## src/rtl/qrpcd_pkg.sv

```systemverilog
// ============================================================================
// qrpcd_pkg
// Shared types and constants for the quaternion roll/pitch move detector.
// ============================================================================
package qrpcd_pkg;

    localparam int CordicStepsDefault = 16;
    localparam int AngTableLen = 24;
    localparam int ThreshWidth = 15;
    localparam logic [ThreshWidth-1:0] ThreshReset = 15'd819;

    // Working widths: t terms fit in 34 bits, CORDIC vectors grow by about 1.65x.
    localparam int TWidth = 34;
    localparam int VWidth = 37;
    localparam int ZWidth = 20;
    localparam int SqWidth = 58;

    localparam logic signed [ZWidth-1:0] HalfPiZ = 20'sd102944;
    localparam logic signed [15:0] PiQ13 = 16'sd25736;
    localparam logic signed [15:0] HalfPiQ13 = 16'sd12868;
    localparam logic signed [TWidth-1:0] OneQ28 = 34'sd268435456;

    typedef struct packed {
        logic load;
        logic mul_step;
        logic sqrt_start;
        logic cordic_start;
        logic sel_pitch;
        logic store_roll;
        logic store_pitch;
        logic finish;
    } qrpcd_cmd_t;

    typedef struct packed {
        logic sqrt_done;
        logic cordic_done;
    } qrpcd_stat_t;

    function automatic logic [ZWidth-1:0] atan_entry(input logic [4:0] idx);
        logic [ZWidth-1:0] v;
        begin
            case (idx)
                5'd0: v = 20'd51472;
                5'd1: v = 20'd30386;
                5'd2: v = 20'd16055;
                5'd3: v = 20'd8150;
                5'd4: v = 20'd4091;
                5'd5: v = 20'd2047;
                5'd6: v = 20'd1024;
                5'd7: v = 20'd512;
                5'd8: v = 20'd256;
                5'd9: v = 20'd128;
                5'd10: v = 20'd64;
                5'd11: v = 20'd32;
                5'd12: v = 20'd16;
                5'd13: v = 20'd8;
                5'd14: v = 20'd4;
                5'd15: v = 20'd2;
                5'd16: v = 20'd1;
                default: v = '0;
            endcase
            return v;
        end
    endfunction

endpackage

```

## src/rtl/qrpcd_ctrl.sv

```systemverilog
// ============================================================================
// qrpcd_ctrl
// Sequencer that steps the datapath through products, square root and the
// two CORDIC passes for one transaction.
// ============================================================================
module qrpcd_ctrl
(
    input  logic                    clk,
    input  logic                    rst_n,
    input  logic                    in_fire,
    input  logic                    in_pose_valid,
    input  logic                    out_free,
    input  qrpcd_pkg::qrpcd_stat_t  stat,
    output logic                    busy,
    output qrpcd_pkg::qrpcd_cmd_t   cmd
);
    import qrpcd_pkg::*;

    typedef enum logic [3:0] {
        S_IDLE, S_MUL0, S_MUL1, S_MUL2, S_CLAMP, S_SQRT, S_ROLL_GO, S_ROLL,
        S_PITCH_GO, S_PITCH, S_OUT
    } state_t;

    state_t state_reg, state_next;

    always_comb
    begin
        state_next = state_reg;
        cmd = '0;
        case (state_reg)
            S_IDLE:
            begin
                if (in_fire)
                begin
                    cmd.load = 1'b1;
                    state_next = in_pose_valid ? S_MUL0 : S_OUT;
                end
            end
            S_MUL0:
            begin
                cmd.mul_step = 1'b1;
                state_next = S_MUL1;
            end
            S_MUL1:
            begin
                cmd.mul_step = 1'b1;
                state_next = S_MUL2;
            end
            S_MUL2:
            begin
                cmd.mul_step = 1'b1;
                state_next = S_CLAMP;
            end
            S_CLAMP:
            begin
                cmd.sqrt_start = 1'b1;
                state_next = S_SQRT;
            end
            S_SQRT:
            begin
                if (stat.sqrt_done)
                begin
                    state_next = S_ROLL_GO;
                end
            end
            S_ROLL_GO:
            begin
                cmd.cordic_start = 1'b1;
                state_next = S_ROLL;
            end
            S_ROLL:
            begin
                if (stat.cordic_done)
                begin
                    cmd.store_roll = 1'b1;
                    state_next = S_PITCH_GO;
                end
            end
            S_PITCH_GO:
            begin
                cmd.cordic_start = 1'b1;
                cmd.sel_pitch = 1'b1;
                state_next = S_PITCH;
            end
            S_PITCH:
            begin
                cmd.sel_pitch = 1'b1;
                if (stat.cordic_done)
                begin
                    cmd.store_pitch = 1'b1;
                    state_next = S_OUT;
                end
            end
            S_OUT:
            begin
                if (out_free)
                begin
                    cmd.finish = 1'b1;
                    state_next = S_IDLE;
                end
            end
            default: state_next = S_IDLE;
        endcase
    end

    always_ff @(posedge clk or negedge rst_n)
    begin
        if (!rst_n)
        begin
            state_reg <= S_IDLE;
        end
        else
        begin
            state_reg <= state_next;
        end
    end

    assign busy = (state_reg != S_IDLE);

`ifndef ASSERT_OFF
    a_no_accept_busy: assert property (@(posedge clk) disable iff (!rst_n)
        busy |-> !in_fire) else $error("transaction accepted while busy");
    a_finish_when_free: assert property (@(posedge clk) disable iff (!rst_n)
        cmd.finish |-> out_free) else $error("result finished into full output");
    a_store_order: assert property (@(posedge clk) disable iff (!rst_n)
        cmd.store_pitch |-> !cmd.store_roll) else $error("both stores at once");
`endif

endmodule

```

## config.mk

```make
export PLATFORM = sky130hd
export DESIGN_NAME = qrpcd_ctrl
export DESIGN_NICKNAME = d
export VERILOG_FILES = /design/src/rtl/qrpcd_pkg.sv /design/src/rtl/qrpcd_ctrl.sv
export SDC_FILE = /design/constraint.sdc
export NUM_CORES = 1
export LEC_CHECK = 0
export BUFFER_PORTS_ARGS = -buffer_cell sky130_fd_sc_hd__buf_2
export CORE_AREA = 2 2 39 41
export CTS_BUF_LIST = sky130_fd_sc_hd__clkbuf_8
export CTS_CLUSTER_DIAMETER = 100
export DETAILED_ROUTE_END_ITERATION = 8
export DIE_AREA = 0 0 41 43
export PLACE_DENSITY_LB_ADDON = 0.3
export SETUP_SLACK_MARGIN = 0.3
export SKIP_CTS_REPAIR_TIMING = 1
export SLEW_MARGIN = 10
export SYNTH_ARGS = -nofsm -noshare
export SYNTH_HDL_FRONTEND = slang
export SYNTH_SLANG_ARGS = --single-unit
```

## constraint.sdc

```tcl
create_clock -name clk -period 2.2 [get_ports clk]
set_input_delay 0.22 -clock clk [delete_from_list [all_inputs] [get_ports clk]]
set_output_delay 0.22 -clock clk [all_outputs]
set_load 0.01 [all_outputs]
```

==> results.txt <==
Comb power frac: 45.9%
I/O Pins: 16
Final hold vios: 0
Total Wirelength: 928 um
Max VDD drop: 394.0 uV
Largest net degree at the start of global routing: 22
Switch share: 44.70%
Num CTS Buffers: 3
Reg-to-reg startpoint: state_reg[1]
Clk_lat worst skew: 0.21 ns
Mapped Cells: 54
Yosys cell types: 28
Setup TNS: 0 ns
Routability cong.: 0.7541
FF-to-FF path depth: 4
Vias in the first global route: 352
Synth Area in Simple Gates: 43.69%
Fillers: 155
Final setup fails: 0
Final Critical Period: 1.670 ns
Initial drt markers: 9
Post-Synth Adder-Cell Area: 0%
Post-synthesis cell area: 406.6 um2
Crit. Startpoint: state_reg[2]
Final net count: 77
CTS H-Tree Depth: 1
TritonCTS clock tree: done
Clk_skew: 0.001366 ns
Int Power: 0.4015 mW
Sequential Area: 100.1 um2
Initial antenna violation count: 0
First-pass GRT wire length: 1.531 mm
Die X: 41 um
CP Max Fanout: 14
Starting Density: 29.39%
Setup Crit Path Kind: flip-flop to primary output
Share of cells above drive strength 1: 29.41%
Remaining global-route overflow: 0
Max Root-Sink Buffers: 2
Syn Nets: 61
Multi-input logic area: 276.5 um2
Largest register FFs: 4
WP data required: 1.98 ns
Multiplexer share of the synthesized area: 0%
Crit path DAT: 1.45 ns
Critical Path, Cell by Cell: nand2b_1, nor2_1, and3_1, buf_2
I/O Buffers: 15
Root buffer selected by CTS: clkbuf_8
Ant diodes: 0
Hold crit path type: input port to async pin
Core area: 1384 um2
GR Util All Layers: 12.41%
Worst reg-to-reg setup slack: 0.66 ns
Crit path launch type: flip-flop
Yosys reg bits: 4
DIE AREA: 1763 um2
Pre-CTS setup slack: 0.6399 ns
Post-synthesis xor/xnor area fraction: 0%
Critical path's slowest cell: dfrtp_1
Syn_area_per_cell: 7.530 um2
Post-DP HPWL: 672.6 um
DR vias: 449
CP Capture Type: primary output
Worst-path clk slew: 0.03 ns
Final worst slack: 0.5305 ns
Slew Viols, Final: 0
Flop pwr share: 33.9%
Detailed Routing Iterations Pass 1: 4
Power per cell area: 1388 nW/um2
Pleak: 0.2429 nW
Routed len/inst: 11.05 um
Area Growth Syn to Fin: 28.62%
Reg2reg end: state_reg[1]
Clock sinks: 4
Outcome: finished clean
Clock Power Share: 20.2%
Seq/Total Area, Yosys: 24.62%
Antenna-violating nets left: 0
Max-cap violations: 0
Residual DRC count: 0
Slew headroom: 62.88%
Max incr delay on CP: 0.51 ns
Measured slew at the worst slew-check pin: 0.5568 ns
Synth Warn #: 0
NetSw: 0.3245 mW
Most frequent cells in the layout: 15 x buf_2, 9 x nor2_1, 5 x a21oi_1
Most common cell after layout, fill and taps aside: buf_2
Synth Area in Compound Gates: 24.31%
Fmax achieved: 599.0 MHz
Routed vias/inst: 5.345
Final Cycle Share: 75.89%
RSZ-0062 raised after global routing: false
Main combinational cell family by area after synthesis: simple AND/OR/NAND/NOR gates
Die H: 43 um
Rows: 14
metrics by stage:
stage | instance area [um2] | cells | utilization, % | hold WS [ns] | total power, mW
after floorplan | 406.6 | 54 | - | -0.07559 | 0.5046
after global placement | 471.7 | 80 | 34.09 | 0.02721 | 0.5846
after detailed placement | 471.7 | 80 | 34.09 | 0.02710 | 0.5843
after CTS | 513.0 | 83 | 37.07 | -0.1956 | 0.7357
after global routing | 523.0 | 84 | 37.79 | 0.3498 | 0.8059
final | 523.0 | 84 | 37.79 | 0.3416 | 0.7260
logic make-up (layout without fill, tap and decap cells):
logic type / count (synthesis) / after routing
AO/OA/AOI/OAI: 15 / 15
AND/OR/NAND/NOR: 30 / 30
flip-flops: 4 / 4
buffers and inverters: 5 / 19
synthesized netlist by cell type (all sizes together):
cell,count,area share [%]
nor2,9,8.3
a21oi,5,6.2
buf,4,6.5
dfrtp,4,25
nor3,4,4.9
nand2,3,2.8
o21ai,3,3.7
and3,2,3.1
and4,2,4.3
nor4b,2,5.8
o21bai,2,3.7
a21boi,1,1.8
a22oi,1,1.8
a31oi,1,1.5
a32o,1,2.5
and2,1,1.5
and2b,1,1.8
and3b,1,2.2
clkbuf,1,0.92
nand2b,1,1.5
nand3,1,1.2
nand3b,1,1.8
nor3b,1,1.8
nor4bb,1,2.5
o31ai,1,3.1
worst max-delay path by stage:
| stage | slack, ns | depth (start not counted) | endpoint |
|---|---|---|---|
| 5_1_grt | 0.35 | 5 | cmd[4] |
| 2_1_floorplan | 0.81 | 4 | cmd[1] |
| 6_report | 0.53 | 4 | cmd[1] |
| 3_5_place_dp | 0.64 | 4 | state_reg[1] |
| 3_3_place_gp | 0.69 | 4 | state_reg[1] |
| 4_1_cts | 0.52 | 4 | cmd[1] |
power by group through the flow:
stage	Clock (mW)	Sequential, mW	Combinational [mW]
after CTS	0.151	0.246	0.338
after floorplan	0	0.142	0.363
final	0.146	0.246	0.334
after global routing	0.158	0.270	0.378
after detailed placement	0	0.248	0.336
after global placement	0	0.246	0.338
layout make-up:
cell class / instances / share of cell area, %
clock buffer: 3 / 7.895
multi-input combinational: 45 / 52.87
sequential: 4 / 19.14
tap: 16 / 3.828
timing repair buffer: 16 / 16.27
critical path: cells and delay by family (launching register included):
| kind | cells | cell delay [ns] |
|---|---|---|
| DFF | 1 | 0.51 |
| buffers and inverters | 1 | 0.13 |
| and+or+nand+nor | 3 | 0.60 |
routing by layer:
layer | GRT usage, % | part of all wire, %
met1 | 18.30 | 47
met2 | 17.19 | 49
met3 | 4.712 | 3.9
met4 | 2.000 | 0
met5 | 0 | 0
(Power assumes the default switching activity.)
